--- src/hdl/iksd_pkg.sv ---
// Shared types and constants for the inline key XOR stream decoder.
`timescale 1ns / 1ps

package iksd_pkg;

  // Decoding modes
  typedef enum logic [1:0] {
    MODE_FIXED     = 2'd0,
    MODE_FIXED_NEG = 2'd1,
    MODE_INDEX     = 2'd2,
    MODE_ADD_FB    = 2'd3
  } mode_t;

  // Run status codes
  localparam logic [1:0] ST_OK     = 2'd0;
  localparam logic [1:0] ST_REJECT = 2'd1;
  localparam logic [1:0] ST_TRUNC  = 2'd2;

  // Configuration register indexes
  localparam logic [1:0] CFG_IDX_MODE  = 2'd0;
  localparam logic [1:0] CFG_IDX_KEY   = 2'd1;
  localparam logic [1:0] CFG_IDX_COUNT = 2'd2;

  // Smallest acceptable plaintext size in bytes
  localparam int unsigned MIN_BODY_BYTES = 32;

  // Configuration register file contents
  typedef struct packed {
    mode_t       coding_mode;
    logic [31:0] start_key;
    logic [7:0]  count_byte;
  } cfg_t;

  // One result beat
  typedef struct packed {
    logic [31:0] plain_word;
    logic [2:0]  valid_bytes;
    logic        last_result;
    logic [1:0]  run_status;
  } res_t;

endpackage

--- src/hdl/iksd_cfg.sv ---
// Configuration register file: coding mode, start key and count byte.
`timescale 1ns / 1ps

module iksd_cfg (
  input  logic            clk,
  input  logic            rst_n,
  input  logic            cfg_valid,
  output logic            cfg_ready,
  input  logic [1:0]      cfg_index,
  input  logic [31:0]     cfg_data,
  output iksd_pkg::cfg_t  cfg
);
  import iksd_pkg::*;

  cfg_t cfg_r;
  cfg_t cfg_nxt;

  // Always able to take a write; unknown indexes are dropped
  assign cfg_ready = 1'b1;

  always_comb begin
    cfg_nxt = cfg_r;
    if (cfg_valid) begin
      case (cfg_index)
        CFG_IDX_MODE:  cfg_nxt.coding_mode = mode_t'(cfg_data[1:0]);
        CFG_IDX_KEY:   cfg_nxt.start_key   = cfg_data;
        CFG_IDX_COUNT: cfg_nxt.count_byte  = cfg_data[7:0];
        default:       cfg_nxt = cfg_r;
      endcase
    end
  end

  always_ff @(posedge clk) begin
    if (!rst_n) begin
      cfg_r <= '{coding_mode: MODE_FIXED, start_key: 32'd0, count_byte: 8'd0};
    end else begin
      cfg_r <= cfg_nxt;
    end
  end

  assign cfg = cfg_r;

endmodule

--- src/hdl/iksd_core.sv ---
// Input register, run state and combinational word decode.
`timescale 1ns / 1ps

module iksd_core #(
  parameter int unsigned BODY_LIMIT_BYTES = 1024
) (
  input  logic            clk,
  input  logic            rst_n,
  input  iksd_pkg::cfg_t  cfg,
  input  logic            in_valid,
  output logic            in_stall,
  input  logic [31:0]     in_body_word,
  input  logic            in_first_word,
  input  logic            in_end_of_data,
  input  logic            obuf_full,
  output logic            res_push,
  output iksd_pkg::res_t  res
);
  import iksd_pkg::*;

  // Byte counter holds up to the limit plus one partial word
  localparam int unsigned BW = $clog2(BODY_LIMIT_BYTES + 4);
  localparam logic [BW-1:0] LIMIT_B = BW'(BODY_LIMIT_BYTES);
  localparam logic [BW-1:0] MIN_B   = BW'(MIN_BODY_BYTES);

  // Input register
  logic        in_vld_r, in_vld_nxt;
  logic [31:0] word_r;
  logic        first_r;
  logic        eod_r;

  // Run state
  mode_t          mode_r, mode_nxt;
  logic [31:0]    key_r, key_nxt;
  logic [BW-1:0]  bd_r, bd_nxt;
  logic [BW-1:0]  total_r, total_nxt;
  logic           active_r, active_nxt;

  logic accept;
  logic go;

  // Start-of-run evaluation
  logic [7:0]  cnt8;
  logic [9:0]  tot10;
  logic        reject;

  // Per-word work
  logic [31:0]   pl;
  logic [BW-1:0] bd_add;
  logic [BW-1:0] rem;
  logic [2:0]    nbytes;
  logic [7:0]    idx8;

  assign in_stall = in_vld_r & obuf_full;
  assign accept   = in_valid & ~in_stall;
  assign go       = in_vld_r & ~obuf_full;

  // Input register
  always_comb begin
    in_vld_nxt = in_vld_r;
    if (accept) begin
      in_vld_nxt = 1'b1;
    end else if (go) begin
      in_vld_nxt = 1'b0;
    end
  end

  always_ff @(posedge clk) begin
    if (!rst_n) begin
      in_vld_r <= 1'b0;
    end else begin
      in_vld_r <= in_vld_nxt;
    end
  end

  always_ff @(posedge clk) begin
    if (accept) begin
      word_r  <= in_body_word;
      first_r <= in_first_word;
      eod_r   <= in_end_of_data;
    end
  end

  // Count derived from config at run start
  always_comb begin
    cnt8   = (cfg.coding_mode == MODE_FIXED_NEG) ? 8'(-cfg.count_byte) : cfg.count_byte;
    tot10  = (cfg.coding_mode == MODE_INDEX) ? {2'b00, cnt8} : {cnt8, 2'b00};
    reject = (cnt8 == 8'd0) || (32'(tot10) < MIN_BODY_BYTES) ||
             (32'(tot10) > BODY_LIMIT_BYTES);
  end

  // Decode one word
  always_comb begin
    mode_nxt   = mode_r;
    key_nxt    = key_r;
    bd_nxt     = bd_r;
    total_nxt  = total_r;
    active_nxt = active_r;
    res_push   = 1'b0;
    res        = '0;
    pl         = 32'd0;
    bd_add     = '0;
    rem        = '0;
    nbytes     = 3'd0;
    idx8       = 8'd0;

    if (go) begin
      // A start beat reloads the run from config
      if (first_r) begin
        mode_nxt   = cfg.coding_mode;
        key_nxt    = cfg.start_key;
        bd_nxt     = '0;
        total_nxt  = '0;
        active_nxt = 1'b1;
        if (cfg.coding_mode != MODE_ADD_FB) begin
          total_nxt = BW'(tot10);
          if (reject) begin
            active_nxt = 1'b0;
          end
        end
      end

      if (first_r && cfg.coding_mode != MODE_ADD_FB && reject) begin
        // Refused count: one empty closing beat
        res_push        = 1'b1;
        res.last_result = 1'b1;
        res.run_status  = ST_REJECT;
      end else if (active_nxt) begin
        res_push = 1'b1;
        if (mode_nxt == MODE_ADD_FB) begin
          // Additive feedback: key grows by each plaintext word
          pl              = word_r ^ key_nxt;
          bd_add          = bd_nxt + BW'(4);
          res.plain_word  = pl;
          res.valid_bytes = 3'd4;
          key_nxt         = key_nxt + pl;
          bd_nxt          = bd_add;
          if (pl == 32'd0 || eod_r || bd_add >= LIMIT_B) begin
            res.last_result = 1'b1;
            res.run_status  = (bd_add < MIN_B) ? ST_REJECT : ST_OK;
            active_nxt      = 1'b0;
          end
        end else begin
          // Counted modes
          rem    = (total_nxt > bd_nxt) ? (total_nxt - bd_nxt) : '0;
          nbytes = (rem > BW'(4)) ? 3'd4 : rem[2:0];
          if (mode_nxt == MODE_INDEX) begin
            for (int b = 0; b < 4; b++) begin
              idx8 = 8'(bd_nxt) + 8'(b + 1);
              if (3'(b) < nbytes) begin
                res.plain_word[8*b +: 8] = word_r[8*b +: 8] ^ idx8;
              end
            end
          end else begin
            res.plain_word = word_r ^ key_nxt;
          end
          res.valid_bytes = nbytes;
          bd_add          = bd_nxt + BW'(nbytes);
          bd_nxt          = bd_add;
          if (bd_add >= total_nxt) begin
            res.last_result = 1'b1;
            active_nxt      = 1'b0;
          end else if (eod_r) begin
            res.last_result = 1'b1;
            res.run_status  = ST_TRUNC;
            active_nxt      = 1'b0;
          end
        end
      end
    end
  end

  // Run state registers
  always_ff @(posedge clk) begin
    if (!rst_n) begin
      mode_r   <= MODE_FIXED;
      key_r    <= 32'd0;
      bd_r     <= '0;
      total_r  <= '0;
      active_r <= 1'b0;
    end else begin
      mode_r   <= mode_nxt;
      key_r    <= key_nxt;
      bd_r     <= bd_nxt;
      total_r  <= total_nxt;
      active_r <= active_nxt;
    end
  end

endmodule

--- src/hdl/iksd_obuf.sv ---
// Two-entry result buffer decoupling the decoder from the output stall.
`timescale 1ns / 1ps

module iksd_obuf (
  input  logic            clk,
  input  logic            rst_n,
  input  logic            push,
  input  iksd_pkg::res_t  push_res,
  output logic            full,
  output logic            out_valid,
  input  logic            out_stall,
  output iksd_pkg::res_t  out_res
);
  import iksd_pkg::*;

  logic [1:0] cnt_r, cnt_nxt;
  res_t       ent0_r, ent0_nxt;
  res_t       ent1_r, ent1_nxt;
  logic       pop;
  logic [1:0] wr_pos;

  assign out_valid = (cnt_r != 2'd0);
  assign out_res   = ent0_r;
  assign full      = (cnt_r == 2'd2);
  assign pop       = out_valid & ~out_stall;

  // Shift on pop, then write the new beat behind what remains
  always_comb begin
    ent0_nxt = ent0_r;
    ent1_nxt = ent1_r;
    if (pop) begin
      ent0_nxt = ent1_r;
    end
    wr_pos  = cnt_r - {1'b0, pop};
    cnt_nxt = wr_pos + {1'b0, push};
    if (push) begin
      if (wr_pos == 2'd0) begin
        ent0_nxt = push_res;
      end else begin
        ent1_nxt = push_res;
      end
    end
  end

  always_ff @(posedge clk) begin
    if (!rst_n) begin
      cnt_r <= 2'd0;
    end else begin
      cnt_r <= cnt_nxt;
    end
  end

  always_ff @(posedge clk) begin
    ent0_r <= ent0_nxt;
    ent1_r <= ent1_nxt;
  end

endmodule

--- src/hdl/inline_key_xor_stream_decoder.sv ---
// Top level of the inline key XOR stream decoder.
`timescale 1ns / 1ps

// Decodes a body given as little-endian 32-bit words, one beat per clock,
// with one result beat for each word of an active run (none for words seen
// while idle). A beat is captured in an input register, decoded
// combinationally (XOR, then for additive feedback the 32-bit key add that
// closes the key loop), and written into a two-entry result buffer that
// drives the out_ ports. Sustained rate is one word per cycle while
// out_stall stays low. in_stall rises only when the result buffer is full
// and a word is waiting in the input register. The configuration port is
// always ready; write it only while the block is idle. Mode, key and count
// are sampled when a first_word beat is decoded.
module inline_key_xor_stream_decoder #(
  parameter int unsigned BODY_LIMIT_BYTES = 1024
) (
  input  logic        clk,
  input  logic        rst_n,
  // Configuration writes
  input  logic        cfg_valid,
  output logic        cfg_ready,
  input  logic [1:0]  cfg_index,
  input  logic [31:0] cfg_data,
  // Encoded words
  input  logic        in_valid,
  output logic        in_stall,
  input  logic [31:0] in_body_word,
  input  logic        in_first_word,
  input  logic        in_end_of_data,
  // Decoded results
  output logic        out_valid,
  input  logic        out_stall,
  output logic [31:0] out_plain_word,
  output logic [2:0]  out_valid_bytes,
  output logic        out_last_result,
  output logic [1:0]  out_run_status
);
  import iksd_pkg::*;

  cfg_t cfg;
  res_t res;
  res_t out_res;
  logic res_push;
  logic obuf_full;

  iksd_cfg u_cfg (
    .clk       (clk),
    .rst_n     (rst_n),
    .cfg_valid (cfg_valid),
    .cfg_ready (cfg_ready),
    .cfg_index (cfg_index),
    .cfg_data  (cfg_data),
    .cfg       (cfg)
  );

  iksd_core #(
    .BODY_LIMIT_BYTES (BODY_LIMIT_BYTES)
  ) u_core (
    .clk            (clk),
    .rst_n          (rst_n),
    .cfg            (cfg),
    .in_valid       (in_valid),
    .in_stall       (in_stall),
    .in_body_word   (in_body_word),
    .in_first_word  (in_first_word),
    .in_end_of_data (in_end_of_data),
    .obuf_full      (obuf_full),
    .res_push       (res_push),
    .res            (res)
  );

  iksd_obuf u_obuf (
    .clk       (clk),
    .rst_n     (rst_n),
    .push      (res_push),
    .push_res  (res),
    .full      (obuf_full),
    .out_valid (out_valid),
    .out_stall (out_stall),
    .out_res   (out_res)
  );

  assign out_plain_word  = out_res.plain_word;
  assign out_valid_bytes = out_res.valid_bytes;
  assign out_last_result = out_res.last_result;
  assign out_run_status  = out_res.run_status;

`ifndef SYNTH
  // Input stalls only when the result buffer has no room
  a_stall_needs_full: assert property (@(posedge clk) disable iff (!rst_n)
    in_stall |-> obuf_full)
    else $error("in_stall without full result buffer");

  // The decoder never pushes into a full buffer
  a_no_push_full: assert property (@(posedge clk) disable iff (!rst_n)
    res_push |-> !obuf_full)
    else $error("result pushed into full buffer");

  // A non-ok status only appears on the closing beat of a run
  a_status_on_last: assert property (@(posedge clk) disable iff (!rst_n)
    (out_valid && out_run_status != ST_OK) |-> out_last_result)
    else $error("error status on non-final beat");

  // Never more than four meaningful bytes
  a_valid_bytes: assert property (@(posedge clk) disable iff (!rst_n)
    out_valid |-> (out_valid_bytes <= 3'd4))
    else $error("valid_bytes above four");
`endif

endmodule
--- config.mk ---
export PLATFORM = sky130hd
export DESIGN_NAME = inline_key_xor_stream_decoder
export DESIGN_NICKNAME = d
export VERILOG_FILES = /design/src/hdl/iksd_pkg.sv /design/src/hdl/iksd_cfg.sv /design/src/hdl/iksd_core.sv /design/src/hdl/iksd_obuf.sv /design/src/hdl/inline_key_xor_stream_decoder.sv
export SDC_FILE = /design/constraint.sdc
export NUM_CORES = 1
export LEC_CHECK = 0
export BUFFER_PORTS_ARGS = -buffer_cell sky130_fd_sc_hd__clkbuf_2
export CAP_MARGIN = 10
export CORE_ASPECT_RATIO = 2
export CORE_MARGIN = 5
export CORE_UTILIZATION = 60
export DETAILED_ROUTE_END_ITERATION = 8
export PLACE_DENSITY = 0.8
export REMOVE_ABC_BUFFERS = 1
export SYNTH_ARGS = -nofsm -noshare
export SYNTH_HDL_FRONTEND = slang
export SYNTH_SLANG_ARGS = --single-unit
--- constraint.sdc ---
create_clock -name clk -period 9.81 [get_ports clk]
set_input_delay 1.962 -clock clk [delete_from_list [all_inputs] [get_ports clk]]
set_output_delay 1.962 -clock clk [all_outputs]
set_load 0.03 [all_outputs]
; Yosys cells after proc, flatten, opt, wreduce, memory -nomap -nowiden
; Cells that the tools add are included.
[totals]
register_bits = 212
[op_classes]
n_addsub = 11
bitwise = 13
n_lt_le_gt_ge = 10
mux = 52
eq_ne = 8
reduce_logical = 15
[ops]
columns = cell, n
row1 = $mux 38, 6
row2 = $mux 32, 6
row3 = $mux 11, 8
row4 = $mux 8, 5
row5 = $mux 35, 1
row6 = $add 32x32->32, 1
row7 = $logic_not 32->1, 1
row8 = $xor 32x32->32, 1
row9 = $xor 8x8->8, 4
row10 = $mux 10, 2
row11 = $mux 1, 17
row12 = $add 8x2->8 const B, 2
row13 = $mux 3, 4
row14 = $add 11x3->11, 1
row15 = $add 11x3->11 const B, 1
row16 = $ge 11x11->1, 1
row17 = $ge 11x11->1 const B, 1
row18 = $gt 11x11->1, 1
row19 = $gt 11x3->1 const B, 1
row20 = $lt 11x6->1 const B, 1
row21 = $sub 11x11->11, 1
row22 = $eq 2x2->1 const B, 5
row23 = $lt 10x6->1 const B, 1
row24 = $add 8x1->8 const B, 1
row25 = other kinds (17), 36

; Longest topological paths before layout
[logic_depth]
ltp_word = 19
depth_mapped = 35

; Modules after synthesis
; Synthesis repeated with hierarchy kept, for this count alone.
[hier_totals]
cells_unflattened = 1549
hier_area_um2 = 14176.1
[by_module_without_submodules]
columns = module, cells_each, seq_area_each_um2, area_each_um2, n_inst
row1 = iksd_core, 1148, 2182.1, 9325.2, 1
row2 = iksd_obuf, 225, 1941.9, 3163.0, 1
row3 = iksd_cfg, 176, 840.8, 1687.9, 1

; Worst setup path before layout
; No wires, ideal clock.
[synth_timing]
path_type = reg2reg
from = reg u_core.first_r
to = reg u_obuf.ent1_r[1] in the netlist's numbering, data pin
path_buffers = 8
required_time_ns = 9.555
arrival_ns = 6.787
setup_time_ns = 0.255
path_stages_with_launch = 32
path_slack_ns = 2.768
cell_sequence = edfxtp_1 -> buf_2 -> buf_2 -> buf_2 -> clkbuf_1 -> buf_2 -> buf_2 -> buf_1 -> buf_1 -> mux2i_1 -> inv_1 -> ha_1 -> nand2b_1 -> or4_1 -> a21boi_0 -> nor2_1 -> nor4_1 -> nand2_1 -> or4_1 -> nor2_1 -> ha_1 -> a21o_1 -> a21oi_1 -> xnor2_1 -> ha_1 -> nand2_1 -> o21ai_0 -> a211oi_1 -> a221o_1 -> a21oi_1 -> nor2_1 -> and3_1
[synth_rtl]
columns = element, line
row1 = start: declaration, iksd_core.sv:29  ; logic first_r;
row2 = start signal: assignment, iksd_core.sv:79  ; first_r <= in_first_word;
row3 = end signal: assignment, iksd_obuf.sv:55  ; ent1_r <= ent1_nxt;
row4 = end: declaration, iksd_obuf.sv:18  ; res_t ent1_r, ent1_nxt;

==> flow_summary_export.csv <==
group,metric,value,unit
route,firstDrtPassIters,5,
timing,fin_tns_setup,0,ps
route,wirelength,42800,um
pwr,p_clk_frac,0.303,
clock_tree,clockBufferDepth,3,
floorplanning,num_io_pins,114,
worst_setup_path,critical_path.startpoint,"u_cfg.cfg[41]",
route,num_vias,12311,
timing,setup_viol,0,
pwr,total_power,2.71,mW
worst_setup_path,r2r_start,"u_cfg.cfg[41]",
synth,syn_inst,1598,
synth,synth_area_leader_cell,"dfxtp_1",
route,drtIter0Drc,838,
route,wl_per_cell,22.0,um
floorplanning,std_cell_rows,77,
worst_setup_path,crit_top_cell,"nor2_1",
layout,mostFrequentLayoutCells,"nand2_1, dfxtp_1, nor2_1",
synth,yosysTopAreaCellShare,0.208,
synth,syn_area,13500,um^2
placement,placedCellCount,1903,
clock_tree,cts_root_buf,"clkbuf_16",
route,via_per_inst,6.34,
timing,post-route-period-util,0.730,
floorplanning,core,22200,um^2
grt,antenna_found_initial,1,
placement,gp_congestion,0.985,
synth,ys_types,82,
timing,clock_skew,14.3,ps
floorplanning,die-area,25800,um^2
worst_setup_path,crit_fanout,25,
synth,avgSynthCellArea,8.45,um^2
timing,hold_violations,0,
worst_setup_path,path_class,"reg2reg",
grt,grt_max_degree,58,
worst_setup_path,cpMaxStageDelayCell,"dfxtp_1",
timing,max_freq,140,MHz
synth,synth-seq-cells,212,
timing,setup_ws,2650,ps
hold_path,min_from,"u_core.key_r[6]",
clock_tree,cts_num_sinks,212,
clock_tree,cts_setup_buffers,0,
pwr,p_seq_frac,0.411,
synth,async_flop_share,0,
clock_tree,cts_buffers,21,
pwr,switching_share,0.355,
clock_tree,cts.clk_slew.worst_paths,70,ps
floorplanning,die_h,222,um
worst_setup_path,crit_arrival,7440,ps
timing,relSlewSlack,0.196,
layout,nets,1786,
timing,min_period,7160,ps
synth,ys_warn_count,0,
route,drtAntennaViolNets,0,
pwr,power.density,182,nW/um^2
clock_tree,clock_latency,520,ps
route,drc_errors,0,
layout,syn2layout_area_growth,9.93,%
worst_setup_path,slowest_delay,800,ps
timing,maxSlewViolCount,0,
placement,io_buffer_count,112,
layout,final_common_cell,"nand2_1",
worst_setup_path,worst_setup_path_end_kind,"flip-flop",
pwr,p_int,1.75,mW
layout,fill_cells,1844,
floorplanning,die_w,116,um
clock_tree,cts_tree,"built",
clock_tree,cts_hold_buf,0,
placement,preCtsSetupSlack,2800,ps
grt,grt_overflow,0,
floorplanning,initial_core_util,0.609,
pwr,power.switching,0.961,mW
synth,synth.area.top_cells,"dfxtp_1, edfxtp_1, nand2_1, ha_1, xnor2_1",
clock_tree,ctsResizeCount,0,
layout,stdcell_count,1942,
synth,ys_seq_area_frac,0.368,
synth,synth_edf_count,72,
layout,drive_gt1_frac,0.135,
pwr,static-leakage-power,5.99,nW
worst_setup_path,start_kind,"flip-flop",
timing,tightest_slew,1210,ps
synth,yosys_most_used_dff,"dfxtp_1",
grt,grt_pass1_wl,65900,um
hold_path,hold_path.class,"reg2reg",
grt,track_usage,0.326,
pwr,irDropWorstVdd,0.151,mV
timing,rsz0062_at_grt,"false",
grt,first_global_vias,12618,
worst_setup_path,cp.required,10080,ps
placement,dp_hpwl,31500,um
clock_tree,h-tree-depth,1,
flow_run,max_cap_violations,0,
status,status,"finished, final reports clean",
pwr,pwr-share-comb,0.286,
[layer usage]
metal / wire [um] / track usage
met1: 14900 / 0.332
met2: 22500 / 0.593
met3: 1990 / 0.0333
met4: 3450 / 0.241
met5: 12 / 0
[state kept, by name, summed over array words and instances (netlist names), 2 cells and up]
register / cells
u_core.bd_r: 11
u_core.word_r: 32
u_core.total_r: 11
u_core.key_r: 32
u_obuf.cnt_r: 2
u_obuf.ent1_r: 38
u_cfg.cfg: 42
u_core.mode_r: 2
u_obuf.out_res: 38
[cells by family (layout without fill, tap and decap cells)]
logic type / Yosys count / count (layout) / share of synthesized area
fa+ha+maj: 63 / 63 / 0.0595
flops: 212 / 212 / 0.368
buf+inv: 178 / 245 / 0.0525
other cells: 1 / 2 / 0.000278
xor+xnor: 120 / 120 / 0.0778
simple gates: 566 / 566 / 0.197
compound gates: 381 / 381 / 0.186
mux: 77 / 77 / 0.0600
[synth_stat cells, drive strengths merged, types with 29 or more instances]
cell type	count
dfxtp	140
nor3	29
clkbuf	69
o21ai	64
nand2	225
o22ai	33
buf	34
mux2	29
nor2	120
ha	61
mux2i	48
edfxtp	72
inv	73
xor2	34
nand3	39
xnor2	86
a21oi	119
[cell type report]
| type | count | area (um^2) | area share |
|---|---|---|---|
| Clock inverter | 14 | 138 | 0.00927 |
| Inverter | 75 | 282 | 0.0190 |
| Antenna cell | 1 | 2.50 | 0.000169 |
| Timing Repair Buffer | 132 | 711 | 0.0479 |
| Clock buffer | 24 | 547 | 0.0368 |
| Multi-Input combinational cell | 1208 | 7860 | 0.529 |
| Sequential cell | 212 | 4960 | 0.334 |
| Tap cell | 276 | 345 | 0.0233 |
[critical path: cells and delay by family (launching register included)]
family,cells,cell delay (ps)
DFF,1,800
buffers and inverters,2,340
AOI/OAI and AO/OA,8,1760
adders and majority gates,3,1000
muxes,1,160
xor gates and xnor gates,1,170
and+or+nand+nor,11,2680
[worst paths after layout]
path	slack, ps	to	cells past startpoint
min reg2reg	450	u_core.key_r[6]	2
max reg2reg	2650	u_obuf.ent1_r[1]	26
max	2650	u_obuf.ent1_r[1]	26
min	450	u_core.key_r[6]	2
[stage by stage]
step                hold slack, ps   util  area, um^2
finish                         453  0.670       14800
global route                   470  0.670       14800
CTS                            451  0.670       14800
detailed placement             441  0.639       14200
global placement               435  0.639       14200
floorplan                      427      -       13100
[power groups by stage]
stage | Clock (mW) | Combinational [mW] | Sequential (mW)
floorplan | 0 | 0.398 | 1.23
global placement | 0 | 0.747 | 1.13
detailed placement | 0 | 0.764 | 1.13
CTS | 0.824 | 0.769 | 1.11
global route | 0.857 | 0.829 | 1.12
finish | 0.820 | 0.774 | 1.11
No activity file was read; power rests on OpenSTA's default activity.
